$ cat src/rtl/core/tbl_pkg.sv
// Shared types, constants and character classes for the token boundary lexer.
package tbl_pkg;

  // Width of the lexeme length counter. The counter saturates at its all-ones value.
  localparam int LEN_W = 8;
  localparam logic [LEN_W-1:0] LEN_MAX = '1;

  // Depth of the result queue. It must hold at least two more results than
  // the fill level at which the input side stalls.
  localparam int Q_DEPTH = 4;
  localparam int Q_AW = $clog2(Q_DEPTH);
  localparam int Q_CW = $clog2(Q_DEPTH + 1);

  typedef enum logic [4:0] {
    ST_START      = 5'd0,
    ST_IDENT      = 5'd1,
    ST_INT        = 5'd2,
    ST_FLOAT      = 5'd3,
    ST_STRING     = 5'd4,
    ST_ESCAPE     = 5'd5,
    ST_SLASH      = 5'd8,
    ST_LINE_COMM  = 5'd9,
    ST_BLOCK_COMM = 5'd10,
    ST_BLOCK_STAR = 5'd11,
    ST_ASSIGN_OP  = 5'd13,
    ST_REPEAT_OP  = 5'd14,
    ST_DASH       = 5'd15,
    ST_OP_DONE    = 5'd17
  } lex_state_t;

  typedef enum logic [2:0] {
    KIND_OPER    = 3'd0,
    KIND_IDENT   = 3'd1,
    KIND_INT     = 3'd2,
    KIND_FLOAT   = 3'd3,
    KIND_STRING  = 3'd4,
    KIND_COMMENT = 3'd5,
    KIND_ERROR   = 3'd6
  } tok_kind_t;

  // One finished token as it leaves the block.
  typedef struct packed {
    tok_kind_t   kind;
    logic [7:0]  len;
    logic [7:0]  first;
    logic        last;
  } tok_res_t;

  // Everything the step logic hands back for one accepted request.
  typedef struct packed {
    tok_res_t          res0;
    tok_res_t          res1;
    logic [1:0]        count;
    lex_state_t        state;
    logic [7:0]        first;
    logic [LEN_W-1:0]  len;
  } step_out_t;

  function automatic logic is_alpha(input logic [7:0] c);
    return c inside {["a":"z"], ["A":"Z"]};
  endfunction

  function automatic logic is_digit(input logic [7:0] c);
    return c inside {["0":"9"]};
  endfunction

  // Reported length: the counter value, clipped to what eight bits can show.
  function automatic logic [7:0] out_len(input logic [LEN_W-1:0] len);
    logic [15:0] wide;
    wide = 16'(len);
    return (wide > 16'd255) ? 8'hFF : wide[7:0];
  endfunction

  // State entered from the start state on a character. ST_START means the
  // character opens no token; ST_OP_DONE marks a one-character operator.
  function automatic lex_state_t start_next(input logic [7:0] c);
    lex_state_t nxt;
    if (is_alpha(c) || c == "_") begin
      nxt = ST_IDENT;
    end else if (is_digit(c)) begin
      nxt = ST_INT;
    end else if (c == "'" || c == "\"") begin
      nxt = ST_STRING;
    end else if (c == "/") begin
      nxt = ST_SLASH;
    end else if (c inside {"{", "}", "[", "]", "(", ")", ".", ",", ":", ";", "~"}) begin
      nxt = ST_OP_DONE;
    end else if (c inside {"^", "!", "*", "%", "="}) begin
      nxt = ST_ASSIGN_OP;
    end else if (c inside {"&", "|", "+", "<", ">"}) begin
      nxt = ST_REPEAT_OP;
    end else if (c == "-") begin
      nxt = ST_DASH;
    end else begin
      nxt = ST_START;
    end
    return nxt;
  endfunction

endpackage

$ cat src/rtl/core/tbl_step.sv
// Combinational automaton step: next state and up to two finished tokens.
module tbl_step (
  input  tbl_pkg::lex_state_t             state,
  input  logic [7:0]                      first_char,
  input  logic [tbl_pkg::LEN_W-1:0]       lexeme_len,
  input  logic [7:0]                      char_code,
  input  logic                            end_of_input,
  output tbl_pkg::step_out_t              step
);
  import tbl_pkg::*;

  logic [LEN_W-1:0] grown;
  logic             fin0;
  logic             fin1;
  logic             rerun;
  tok_kind_t        kind0;
  lex_state_t       f_state;
  lex_state_t       s_next;
  logic [7:0]       f_first;
  logic [LEN_W-1:0] f_len;
  tok_res_t         r0;
  tok_res_t         r1;

  assign grown  = (lexeme_len < LEN_MAX) ? lexeme_len + LEN_W'(1) : lexeme_len;
  assign s_next = start_next(char_code);

  always_comb begin
    fin0    = 1'b0;
    fin1    = 1'b0;
    rerun   = 1'b0;
    kind0   = KIND_OPER;
    f_state = state;
    f_first = first_char;
    f_len   = lexeme_len;

    if (end_of_input) begin
      if (state != ST_START) begin
        fin0  = 1'b1;
        kind0 = KIND_ERROR;
      end
      f_state = ST_START;
      f_len   = '0;
    end else begin
      case (state)
        ST_IDENT: begin
          if (is_alpha(char_code) || is_digit(char_code) || char_code == "_") begin
            f_len = grown;
          end else begin
            fin0 = 1'b1; kind0 = KIND_IDENT; rerun = 1'b1;
          end
        end
        ST_INT: begin
          if (char_code == ".") begin
            f_len = grown; f_state = ST_FLOAT;
          end else if (is_digit(char_code)) begin
            f_len = grown;
          end else begin
            fin0 = 1'b1; kind0 = KIND_INT; rerun = 1'b1;
          end
        end
        ST_FLOAT: begin
          if (is_digit(char_code)) begin
            f_len = grown;
          end else begin
            fin0 = 1'b1; kind0 = KIND_FLOAT; rerun = 1'b1;
          end
        end
        ST_STRING: begin
          if (char_code == "\\") begin
            f_len = grown; f_state = ST_ESCAPE;
          end else if (char_code == "'" || char_code == "\"") begin
            fin0 = 1'b1; kind0 = KIND_STRING;
          end else begin
            f_len = grown;
          end
        end
        ST_ESCAPE: begin
          f_len = grown; f_state = ST_STRING;
        end
        ST_SLASH: begin
          if (char_code == "/") begin
            f_len = grown; f_state = ST_LINE_COMM;
          end else if (char_code == "*") begin
            f_len = grown; f_state = ST_BLOCK_COMM;
          end else begin
            fin0 = 1'b1; kind0 = KIND_OPER; rerun = 1'b1;
          end
        end
        ST_LINE_COMM: begin
          if (char_code == "\n") begin
            fin0 = 1'b1; kind0 = KIND_COMMENT;
          end else begin
            f_len = grown;
          end
        end
        ST_BLOCK_COMM: begin
          f_len = grown;
          if (char_code == "*") begin
            f_state = ST_BLOCK_STAR;
          end
        end
        ST_BLOCK_STAR: begin
          if (char_code == "/") begin
            fin0 = 1'b1; kind0 = KIND_COMMENT;
          end else begin
            f_len = grown;
            if (char_code != "*") begin
              f_state = ST_BLOCK_COMM;
            end
          end
        end
        ST_ASSIGN_OP: begin
          if (char_code == "=") begin
            f_len = grown; f_state = ST_OP_DONE;
          end else begin
            fin0 = 1'b1; kind0 = KIND_OPER; rerun = 1'b1;
          end
        end
        ST_REPEAT_OP: begin
          if (char_code == "=" || char_code == first_char) begin
            f_len = grown; f_state = ST_OP_DONE;
          end else begin
            fin0 = 1'b1; kind0 = KIND_OPER; rerun = 1'b1;
          end
        end
        ST_DASH: begin
          if (char_code == "-" || char_code == "=" || char_code == ">") begin
            f_len = grown; f_state = ST_OP_DONE;
          end else begin
            fin0 = 1'b1; kind0 = KIND_OPER; rerun = 1'b1;
          end
        end
        ST_OP_DONE: begin
          fin0 = 1'b1; kind0 = KIND_OPER; rerun = 1'b1;
        end
        default: begin
          rerun = 1'b1;
        end
      endcase

      if (fin0) begin
        f_state = ST_START;
        f_len   = '0;
      end

      // The closing character is run again from the start state.
      if (rerun) begin
        if (s_next == ST_START) begin
          f_state = ST_START;
          f_len   = '0;
        end else begin
          f_first = char_code;
          if (s_next == ST_OP_DONE) begin
            fin1    = 1'b1;
            f_state = ST_START;
            f_len   = '0;
          end else begin
            f_state = s_next;
            f_len   = LEN_W'(1);
          end
        end
      end
    end
  end

  always_comb begin
    r0.kind  = kind0;
    r0.len   = out_len(lexeme_len);
    r0.first = first_char;
    r0.last  = !fin1;

    r1.kind  = KIND_OPER;
    r1.len   = out_len(LEN_W'(1));
    r1.first = char_code;
    r1.last  = 1'b1;

    step.state = f_state;
    step.first = f_first;
    step.len   = f_len;
    if (fin0 && fin1) begin
      step.res0  = r0;
      step.res1  = r1;
      step.count = 2'd2;
    end else if (fin1) begin
      step.res0  = r1;
      step.res1  = r1;
      step.count = 2'd1;
    end else begin
      step.res0  = r0;
      step.res1  = r1;
      step.count = {1'b0, fin0};
    end
  end

endmodule

$ cat src/rtl/core/tbl_outq.sv
// Small result queue that takes up to two tokens a cycle and releases one while out_stall is low.
module tbl_outq (
  input  logic                  clk,
  input  logic                  rst,
  input  logic [1:0]            push_count,
  input  tbl_pkg::tok_res_t     push0,
  input  tbl_pkg::tok_res_t     push1,
  output logic                  full_for_two,
  output logic                  out_valid,
  input  logic                  out_stall,
  output tbl_pkg::tok_res_t     head
);
  import tbl_pkg::*;

  tok_res_t         entries [Q_DEPTH];
  logic [Q_AW-1:0]  wr_ptr;
  logic [Q_AW-1:0]  rd_ptr;
  logic [Q_CW-1:0]  count;
  logic [Q_CW-1:0]  count_next;
  logic             pop;

  assign pop          = out_valid && !out_stall;
  assign out_valid    = (count != '0);
  assign head         = entries[rd_ptr];
  // Stall the writer unless room for two results is certain.
  assign full_for_two = (count > Q_CW'(Q_DEPTH - 2));
  assign count_next   = count + Q_CW'(push_count) - Q_CW'(pop);

  always_ff @(posedge clk) begin
    if (rst) begin
      wr_ptr <= '0;
      rd_ptr <= '0;
      count  <= '0;
    end else begin
      wr_ptr <= wr_ptr + Q_AW'(push_count);
      rd_ptr <= rd_ptr + Q_AW'(pop);
      count  <= count_next;
    end
  end

  always_ff @(posedge clk) begin
    if (push_count != 2'd0) begin
      entries[wr_ptr] <= push0;
    end
    if (push_count == 2'd2) begin
      entries[wr_ptr + Q_AW'(1)] <= push1;
    end
  end

  a_count_bound: assert property (@(posedge clk) disable iff (rst)
    count <= Q_CW'(Q_DEPTH))
    else $error("result queue over-filled");

  a_ptr_track: assert property (@(posedge clk) disable iff (rst)
    (count == Q_CW'(Q_DEPTH)) || (Q_AW'(wr_ptr - rd_ptr) == count[Q_AW-1:0]))
    else $error("queue pointers disagree with fill count");

  a_no_push_when_full: assert property (@(posedge clk) disable iff (rst)
    full_for_two |-> (count_next <= Q_CW'(Q_DEPTH)))
    else $error("queue would overflow");

endmodule

$ cat src/rtl/core/token_boundary_lexer.sv
// Top level of the token boundary lexer: automaton state and request channels.
//
// The block takes one character request per cycle on the input channel
// (char_code with end_of_input) and returns finished tokens on the output
// channel (token_kind, token_length, token_first_char, last_of_run). A request
// is taken at a rising edge where its valid is high and its stall is low.
//
// Each input request is applied to the automaton state in the cycle it is
// accepted; the tokens it closes (none, one or two) enter a four-entry result
// queue and the first of them is offered once the tokens ahead of it have been
// taken. Throughput is one character per cycle for as long as the receiver
// drains one token per cycle; a request that closes two tokens (a token ended
// by a one-character operator) hands the receiver both in turn, and the queue
// absorbs that. in_stall rises only when the queue could not take two more
// tokens, which happens when the receiver stalls out_stall.
// last_of_run marks the final token caused by one input request.
//
// Synchronous reset returns the automaton to its start state with a zero
// length and clears the queue; a stalled token stays stable on the outputs.
module token_boundary_lexer (
  input  logic        clk,
  input  logic        rst,
  input  logic        in_valid,
  output logic        in_stall,
  input  logic [7:0]  char_code,
  input  logic        end_of_input,
  output logic        out_valid,
  input  logic        out_stall,
  output logic [2:0]  token_kind,
  output logic [7:0]  token_length,
  output logic [7:0]  token_first_char,
  output logic        last_of_run
);
  import tbl_pkg::*;

  lex_state_t        state;
  logic [7:0]        first_char;
  logic [LEN_W-1:0]  lexeme_len;
  step_out_t         step;
  tok_res_t          head;
  logic              accept;
  logic [1:0]        push_count;

  assign accept     = in_valid && !in_stall;
  assign push_count = accept ? step.count : 2'd0;

  // The automaton step itself: pure logic on the current state and character.
  tbl_step u_step (
    .state        (state),
    .first_char   (first_char),
    .lexeme_len   (lexeme_len),
    .char_code    (char_code),
    .end_of_input (end_of_input),
    .step         (step)
  );

  // Finished tokens wait here so that the input side keeps moving while the
  // receiver holds a token.
  tbl_outq u_outq (
    .clk          (clk),
    .rst          (rst),
    .push_count   (push_count),
    .push0        (step.res0),
    .push1        (step.res1),
    .full_for_two (in_stall),
    .out_valid    (out_valid),
    .out_stall    (out_stall),
    .head         (head)
  );

  always_ff @(posedge clk) begin
    if (rst) begin
      state      <= ST_START;
      first_char <= '0;
      lexeme_len <= '0;
    end else if (accept) begin
      state      <= step.state;
      first_char <= step.first;
      lexeme_len <= step.len;
    end
  end

  assign token_kind       = head.kind;
  assign token_length     = head.len;
  assign token_first_char = head.first;
  assign last_of_run      = head.last;

  a_eoi_to_start: assert property (@(posedge clk) disable iff (rst)
    accept && end_of_input |=> state == ST_START)
    else $error("end marker did not return the automaton to its start state");

  a_start_len_zero: assert property (@(posedge clk) disable iff (rst)
    state == ST_START |-> lexeme_len == '0)
    else $error("start state holds a non-zero lexeme length");

  a_stall_has_tokens: assert property (@(posedge clk) disable iff (rst)
    in_stall |-> out_valid)
    else $error("input stalled while no token is waiting");

  a_two_results_op: assert property (@(posedge clk) disable iff (rst)
    accept && step.count == 2'd2 |-> step.res1.kind == KIND_OPER && !step.res0.last)
    else $error("second token of a request is not a closing operator");

endmodule
$ cat config.mk
export PLATFORM = sky130hd
export DESIGN_NAME = token_boundary_lexer
export DESIGN_NICKNAME = d
export VERILOG_FILES = /design/src/rtl/core/tbl_pkg.sv /design/src/rtl/core/tbl_step.sv /design/src/rtl/core/tbl_outq.sv /design/src/rtl/core/token_boundary_lexer.sv
export SDC_FILE = /design/constraint.sdc
export NUM_CORES = 1
export LEC_CHECK = 0
export BUFFER_PORTS_ARGS = -buffer_cell sky130_fd_sc_hd__clkbuf_2
export CAP_MARGIN = 20
export CORE_MARGIN = 5
export CORE_UTILIZATION = 49
export CTS_BUF_LIST = sky130_fd_sc_hd__clkbuf_2 sky130_fd_sc_hd__clkbuf_4 sky130_fd_sc_hd__clkbuf_8
export DETAILED_ROUTE_END_ITERATION = 6
export PLACE_DENSITY = 0.66
export SYNTH_ARGS = -nofsm -noshare
export SYNTH_HDL_FRONTEND = slang
export SYNTH_SLANG_ARGS = --single-unit
export TNS_END_PERCENT = 30
$ cat constraint.sdc
create_clock -name clk -period 5.3 [get_ports clk]
set_input_delay 0.53 -clock clk [delete_from_list [all_inputs] [get_ports clk]]
set_output_delay 0.53 -clock clk [all_outputs]
set_load 0.03 [all_outputs]
# ---- After elaboration in Yosys (flattened, before gate mapping)
# Memories as Yosys holds them, arrays and structs flattened. A register that Yosys moved wholly into a read port is not among the register bits.
# Index checks and enable logic that the tools add are counted.
dict set report op_classes {
  n_mux 84
  eq_ne 57
  reduce_logical 31
  add_sub_neg 6
  bitwise 2
  n_lt_le_gt_ge 8
}
# op n
set ops {}
lappend ops {{equality test 8 x 6 -> 1 bit, second input constant} 18}
lappend ops {{2-to-1 mux 8 bit} 17}
lappend ops {{2-to-1 mux 5 bit} 22}
lappend ops {{case mux 8 bit (11 select lines)} 1}
lappend ops {{2-to-1 mux 42 bit} 2}
lappend ops {{equality test 8 x 7 -> 1 bit, second input constant} 9}
lappend ops {{case mux 5 bit (9 select lines)} 1}
lappend ops {{!= test 5 x 2 -> 1 bit, second input constant} 8}
lappend ops {{equality test 5 x 4 -> 1 bit, second input constant} 7}
lappend ops {{2-to-1 mux 1 bit} 26}
lappend ops {{2-to-1 mux 3 bit} 7}
lappend ops {{case mux 3 bit (6 select lines)} 1}
lappend ops {{>= comparator 8 x 7 -> 1 bit, second input constant} 2}
lappend ops {{less-or-equal comparator 8 x 7 -> 1 bit, second input constant} 2}
lappend ops {{nonzero test 5 bit} 3}
lappend ops {{nonzero test 14 bit} 1}
lappend ops {{nonzero test 12 bit} 1}
lappend ops {{case mux 1 bit (11 select lines)} 1}
lappend ops {{AND reduction 11 bit} 1}
lappend ops {{nonzero test 11 bit} 1}
lappend ops {{equality test 5 x 2 -> 1 bit, second input constant} 2}
lappend ops {{equality test 5 x 3 -> 1 bit, second input constant} 2}
lappend ops {{equality test 5 bit, second input constant} 2}
lappend ops {{!= test 5 bit, second input constant} 2}
lappend ops {{31 further kinds} 49}
dict set report word_totals {
  in_bits 13
  wordCells 195
  ramBits 80
  reg_bits 28
  output_inout_bits 22
  n_memories 1
}
# name words width read_ports rd_ports_with_merged_regs write_ports line_no
set memory_table {}
lappend memory_table {u_outq.entries 4 20 1 1 2 tbl_outq.sv:15} ;# tok_res_t entries [Q_DEPTH];

# ---- Longest topological paths before layout
# Gate-level depths: netlist of run 1.
dict set report depth {
  word_depth 21
  mapped_depth 17
  depth_no_buf 14
}

# ---- Cells and area by module
# A second synthesis of run 1 with hierarchy kept.
dict set report unflattened {
  hier_cells 688
  hier_area_um2 7841.3
}
# module cells_each n_inst area_each_um2 seq_area_each_um2
set modules_own_cells {}
lappend modules_own_cells {tbl_outq 241 1 4463.0 2542.4}
lappend modules_own_cells {tbl_step 350 1 2398.6 0.0}
lappend modules_own_cells {token_boundary_lexer 97 1 979.7 420.4}

# ---- Least setup slack after synthesis of run 1
# No wires, ideal clock.
dict set report synth_timing {
  path_type {input port to flip-flop}
  start {in char_code[6]}
  end {mem u_outq.entries[0][9] (netlist name)}
  slack_ns 1.460
  setup_ns 0.134
  arrival_time_ns 3.707
  stages 15
  path_cell_list {or3b_4 -> buf_6 -> a211oi_2 -> nand2_1 -> a32oi_1 -> and3_1 -> nor3_1 -> ha_1 -> clkbuf_1 -> o21ai_1 -> nor3_1 -> nor2_1 -> inv_1 -> nor2_1 -> a21oi_1}
}
# item line_no
set synth_rtl {}
lappend synth_rtl {{from (decl)} token_boundary_lexer.sv:25} ;# input logic [7:0] char_code,
lappend synth_rtl {{to (decl)} tbl_outq.sv:15}

==> results.md, run 1 <==
* Status: completed
* Fin util at 53.1%
* Fin Hold WS at 0.456 ns
* CP endpoint kind: flop
* #FFs+latches synth at 108
* Setup_tns at 0 ns
* Top cells by area, synth: dfxtp_1, edfxtp_1, mux4_2
* Largest net degree at the start of global routing at 25
* Mean Syn Cell Area at 9.58 um^2
* Fraction of layout cells with a size suffix above 1 at 16.0%
* EDFF count, synth at 32
* Critical Path Fanout Max at 16
* Worst Tran Pin Value at 1.05 ns
* Tmin final at 4.88 ns
* Syn_nets at 640
* Yosys Warn Count at 0
* Total setup buffers inserted after CTS at 0
* Setup CP Type: reg2reg
* Final Hold Viols at 0
* Via count at 4836
* Top-count cell post-synth: nand2_1
* Async set-reset flop share out of synthesis at 0%
* Detailed Place HPWL at 10500 um
* Critical path, cell by cell: inv_1 > or2_1 > a2111oi_2 > a32oi_1 > and3_1 > nor3_1 > ha_1 > o21ai_1 > nor3_1 > nor2_1 > inv_1 > nor2_1 > a21oi_1
* H-tree depth at 3
* Initial antenna violation count at 0
* CP top delay family: simple AND/OR/NAND/NOR gates
* Io pins at 35
* Max frequency at 0.205 GHz
* Post-synth top area share at 25.7%
* Fin area at 0.00632 mm^2
* Worst endpoint required time at 5.56 ns
* Grt total ovfl at 0
* Relative slew slack at 29.7%
* IO buf count at 34
* 1st-pass router iterations at 5
* R2R setup slack at 0.42 ns
* IR Drop Worst-Case VDD at 0.133 mV
* Number of DRC markers in iteration 0 at 308
* Sequential area share after synthesis at 41.9%
* Synth top cells by count: nand2_1, dfxtp_1, o21ai_0
* Final Slew Violations at 0
* RSZ-0062 raised after global routing: no
* WP buf/inv at 2
* Vias/cell at 6.21
* Die width at 120 um
* Initial core utilization at 49.7%
* Critical R2R Launch: state[2]$_SDFFE_PP0P_
* Worst reg2reg endpoint: u_outq.entries[0][9]$_SDFFE_PP1P_
* Sink Count at 108
* WL/cell at 18.9 um
* Total die area at 0.0144 mm^2
* Gr usage total at 21.2%
* Placed cell areas at 0.00611 mm^2
* Hold Crit Class: reg2reg
* Number of global-route vias before repair at 4675
* DRC at 0
* Final ANT Viol Nets at 0
* Skew-Pair Late Insertion Delay at 0.39 ns
* Syn Std Cell Area at 0.00592 mm^2
* Nets at 649
* Lkg Pwr at 0.00227 uW
* CP Launch Type: flop
* CP Capture Point: u_outq.entries[0][9]$_SDFFE_PP1P_
* Tot Pwr at 1880 uW
* Worst r2r path cells at 13
* Num CTS Buffers at 9
* Clk slew on worst S/H paths at 0.10 ns
* Period utilisation layout at 92.0%
* Final WL at 14700 um
* TritonCTS clock tree: built
* Clk buf depth at 2
* Max-cap viol count at 0
* Fillers at 1100
* Die height at 120 um
* Area delta synth->final at 6.83%
* Synth area leader: dfxtp_1
* CP peak stage delay at 0.75 ns
* Top_reg_cell synth: dfxtp_1
* Critical path launch point: state[2]$_SDFFE_PP0P_
* # setup viols final at 0
* Inserted Diodes at 0
* Clock root buffer master: clkbuf_8
* Slowest cell on crit path: nor2_1
* Mapped Cells at 618
* CORE AREA at 0.0119 mm^2
* Number of cell rows at 40
* # hold bufs at CTS at 0
* Arrival @ worst endpoint at 5.13 ns
* Post-CTS Resized at 0
* Gpl congestion at 0.882
* Crit path depth at 13
* First-pass GRT wire length at 24600 um
* Synth cell types at 81
* Final Skew at 0.00871 ns
* Pwr Density at 297 mW/mm^2
[layout by cell type, fill, tap and decap left out, drive strengths merged, types with 5 or more instances in the layout]
cell / count
a22o: 24
nand3b: 5
or3: 8
a31oi: 6
ha: 8
and2: 6
xor2: 8
nand4: 5
nand2: 86
o21ai: 62
clkbuf: 45
nand2b: 8
xnor2: 7
edfxtp: 32
inv: 22
a2111oi: 5
nor4: 8
a21oi: 25
and3: 7
mux2i: 10
nor2: 32
or2: 7
nor2b: 12
dfxtp: 76
nand3: 18
nor3: 17
mux4: 20
[state kept, by name (all words and copies together) (netlist names)]
register        count
state               5
u_outq.rd_ptr       2
first_char          8
lexeme_len          8
u_outq.entries     80
u_outq.count        3
u_outq.wr_ptr       2
[worst min-delay path by stage]
stage                                            start                            endpoint  slack (ns)  cells past startpoint
finish              u_outq.entries[2][16]$_SDFFE_PP0N_  u_outq.entries[2][16]$_SDFFE_PP0N_        0.46                      2
global route        u_outq.entries[2][15]$_SDFFE_PP0N_  u_outq.entries[2][15]$_SDFFE_PP0N_        0.49                      2
CTS                 u_outq.entries[2][16]$_SDFFE_PP0N_  u_outq.entries[2][16]$_SDFFE_PP0N_        0.46                      2
detailed placement  u_outq.entries[2][17]$_SDFFE_PP0N_  u_outq.entries[2][17]$_SDFFE_PP0N_        0.44                      2
global placement    u_outq.entries[0][11]$_SDFFE_PP0P_  u_outq.entries[0][11]$_SDFFE_PP0P_        0.43                      2
floorplan           u_outq.entries[2][10]$_SDFFE_PP0N_  u_outq.entries[2][10]$_SDFFE_PP0N_        0.42                      2
[power breakdown]
part           internal (uW)  total, uW  leakage (uW)  switching [uW]
combinational            168        424       0.00118             255
sequential               877        912      0.000974            34.8
clock                    252        544      0.000114             292
[stage by stage]
step	worst slack, ns	instances
2_1_floorplan	1.46	618
3_3_place_gp	0.369	763
3_5_place_dp	0.238	763
4_1_cts	0.530	779
5_1_grt	0.0564	779
6_report	0.425	779
[logic make-up (layout without fill, tap and decap cells)]
group | Yosys count | after routing | share of synthesized area (%)
and+or+nand+nor | 239 | 239 | 21.0
xor gates and xnor gates | 15 | 15 | 2.22
adders and majority gates | 9 | 9 | 2.03
muxes | 31 | 31 | 9.49
buffers and inverters | 59 | 73 | 4.54
DFF | 108 | 108 | 41.9
AOI/OAI and AO/OA | 157 | 157 | 18.8
[tightest hold or removal path: stages, from the launching register on]
cell and delay [ns]:
dfxtp_1 0.33, nand2_1 0.04, o21ai_0 0.05
[layer usage]
layer	GRT usage [%]	vias up	part of all wire, %
met3	4.19	20	5.8
met2	33.9	179	48
met1	29.2	2323	45
met5	0	-	0
li1	-	2314	-
met4	5.94	0	1.4
[area by class of cell]
type / count / area [um^2] / area share [%]
flip-flops and latches: 108 / 2480 / 39.2
repair buffers: 38 / 200 / 3.17
clock buffers: 11 / 151 / 2.39
multi-input cells: 451 / 3170 / 50.1
clock inverters: 5 / 66.3 / 1.05
inverters: 19 / 71.3 / 1.13
well taps: 147 / 184 / 2.91
(Power assumes the default switching activity.)
==> run 2, diff against run 1 <==
Settings changed: MAX_ROUTING_LAYER set to met4.
==> run 2 against run 1 <==
Cell area did not move. Critical path depth did not move. Critical path type unchanged. Largest cell class unchanged. Wire length is 0.59% lower. Die area unchanged. Sequential power about the same. First-iteration DRC count is 22% higher. Register-to-register slack barely moved. Global-route usage increased by 0.62 points. Combinational power barely moved. Clock skew shrank 0.00082 ns. Via count barely moved.
==> results.md, run 2 (same netlist as run 1, synthesis figures left out) <==
* Inserted Diodes at 0 (unchanged)
* Nets at 649 (unchanged)
* Lkg Pwr at 0.00227 uW (unchanged)
* # hold bufs at CTS at 0 (unchanged)
* H-tree depth at 3 (unchanged)
* Number of cell rows at 40 (unchanged)
* Max frequency at 0.205 GHz (about the same)
* Placed cell areas at 0.00611 mm^2 (unchanged)
* WL/cell at 18.8 um (-0.59%)
* 1st-pass router iterations at 6 (+1)
* Critical Path Fanout Max at 16 (unchanged)
* Io pins at 35 (unchanged)
* CORE AREA at 0.0119 mm^2 (unchanged)
* Max-cap viol count at 0 (unchanged)
* Final Slew Violations at 0 (unchanged)
* Final WL at 14600 um (-0.59%)
* Final ANT Viol Nets at 0 (unchanged)
* Die width at 120 um (unchanged)
* IR Drop Worst-Case VDD at 0.132 mV (about the same)
* Area delta synth->final at 6.83% (unchanged)
* Vias/cell at 6.21 (about the same)
* CP Launch Type: flop
* Total setup buffers inserted after CTS at 0 (unchanged)
* Num CTS Buffers at 9 (unchanged)
* Fraction of layout cells with a size suffix above 1 at 16.0% (unchanged)
* Period utilisation layout at 92.0% (about the same)
* Final Skew at 0.00789 ns (-0.000818 ns)
* Most frequent cells in the layout: nand2_1, dfxtp_1, o21ai_0
* Initial core utilization at 49.7% (unchanged)
* Final Hold Viols at 0 (unchanged)
* IO buf count at 34 (unchanged)
* First-pass GRT wire length at 24600 um (about the same)
* Worst endpoint required time at 5.55 ns (about the same)
* Die height at 120 um (unchanged)
* Number of DRC markers in iteration 0 at 377 (+22%)
* Register area at 0.00248 mm^2 (unchanged)
* Fin Hold WS at 0.454 ns (-0.00144 ns)
* RSZ-0062 raised after global routing: no
* Largest net degree at the start of global routing at 25 (unchanged)
* Skew-Pair Late Insertion Delay at 0.39 ns (about the same)
* Post-CTS Resized at 0 (unchanged)
* Hold Crit Depth at 2 (unchanged)
* Worst Tran Pin Value at 1.04 ns (-0.0116 ns)
* Clock root buffer master: clkbuf_8
* Area of the multi-input gates at 0.00317 mm^2 (unchanged)
* Initial antenna violation count at 0 (unchanged)
* Relative slew slack at 30.5% (+0.77 points)
* Total die area at 0.0144 mm^2 (unchanged)
* Number of global-route vias before repair at 4678 (+0.064%)
* TritonCTS clock tree: built
* Most flop-heavy register: u_outq.entries
* Status: completed
* # setup viols final at 0 (unchanged)
* Largest register FFs at 80 (unchanged)
* Sink Count at 108 (unchanged)
* Hold Crit Class: reg2reg
* Pwr Density at 297 mW/mm^2 (about the same)
* Worst r2r path cells at 13 (unchanged)
* Setup WS pre-CTS at 0.238 ns (unchanged)
* CP endpoint kind: flop
* Setup CP Type: reg2reg
* Worst setup margin at 0.423 ns (-0.00132 ns)
* Gr usage total at 21.8% (+0.62 points)
* Fillers at 1100 (unchanged)
* Arrival @ worst endpoint at 5.13 ns (about the same)
* Via count at 4839 (+0.062%)
* Fin area at 0.00632 mm^2 (unchanged)
* Largest regs: u_outq.entries x80, first_char x8, lexeme_len x8
* DRC at 0 (unchanged)
* Clk slew on worst S/H paths at 0.10 ns (about the same)
* Grt total ovfl at 0 (unchanged)
* Fin util at 53.1% (unchanged)
* Clk buf depth at 2 (unchanged)
* Commonest non-fill, non-tap cell in the layout: nand2_1
* Tmin final at 4.88 ns (+0.00132 ns)
* Gpl congestion at 0.897 (+1.7%)
* Detailed Place HPWL at 10500 um (unchanged)
* Setup_tns at 0 ns (unchanged)
[run 2: cell counts in the layout (fill, tap and decap cells not counted)]
No cell type changed its count.
[run 2: stage by stage]
stage | instances | power [uW]
floorplan | 618 | 1260
global placement | 763 | 1350
detailed placement | 763 | 1360
CTS | 779 | 1900
global route | 779 | 1980
finish | 779 | 1880
[run 2: layout make-up]
cell class,instances,share of cell area [%]
timing repair buffer,38,3.17
clock buffer,11,2.39
tap,147,2.91
inverter,19,1.13
multi-input combinational,451,50.1
sequential,108,39.2
clock inverter,5,1.05
[run 2: metal layers]
| layer | global-route usage (%) | wire [um] |
|---|---|---|
| met1 | 29.1 | 6590 |
| met2 | 33.9 | 6990 |
| met3 | 4.48 | 820 |
| met4 | 5.80 | 227 |
| met5 | - | 0 |
[run 2: report_power, final]
group          internal (uW)  total (uW)  switching, uW
Combinational            168         424            255
Sequential               877         912           34.4
Clock                    252         543            291
Total                   1300        1880            581
[run 2: final timing paths]
kind	from	slack, ns	to
min	u_outq.entries[2][16]$_SDFFE_PP0N_	0.45	u_outq.entries[2][16]$_SDFFE_PP0N_
max	state[2]$_SDFFE_PP0P_	0.42	u_outq.entries[0][9]$_SDFFE_PP1P_
min reg2reg	u_outq.entries[2][16]$_SDFFE_PP0N_	0.45	u_outq.entries[2][16]$_SDFFE_PP0N_
max reg2reg	state[2]$_SDFFE_PP0P_	0.42	u_outq.entries[0][9]$_SDFFE_PP1P_
[run 2: worst max-delay path: stages (launching register included)]
cell,delay (ns)
dfxtp_1,0.67
inv_1,0.15
or2_1,0.29
a2111oi_2,0.39
a32oi_1,0.17
and3_1,0.30
nor3_1,0.31
ha_1,0.39
o21ai_1,0.42
nor3_1,0.21
nor2_1,0.74
inv_1,0.45
nor2_1,0.20
a21oi_1,0.05
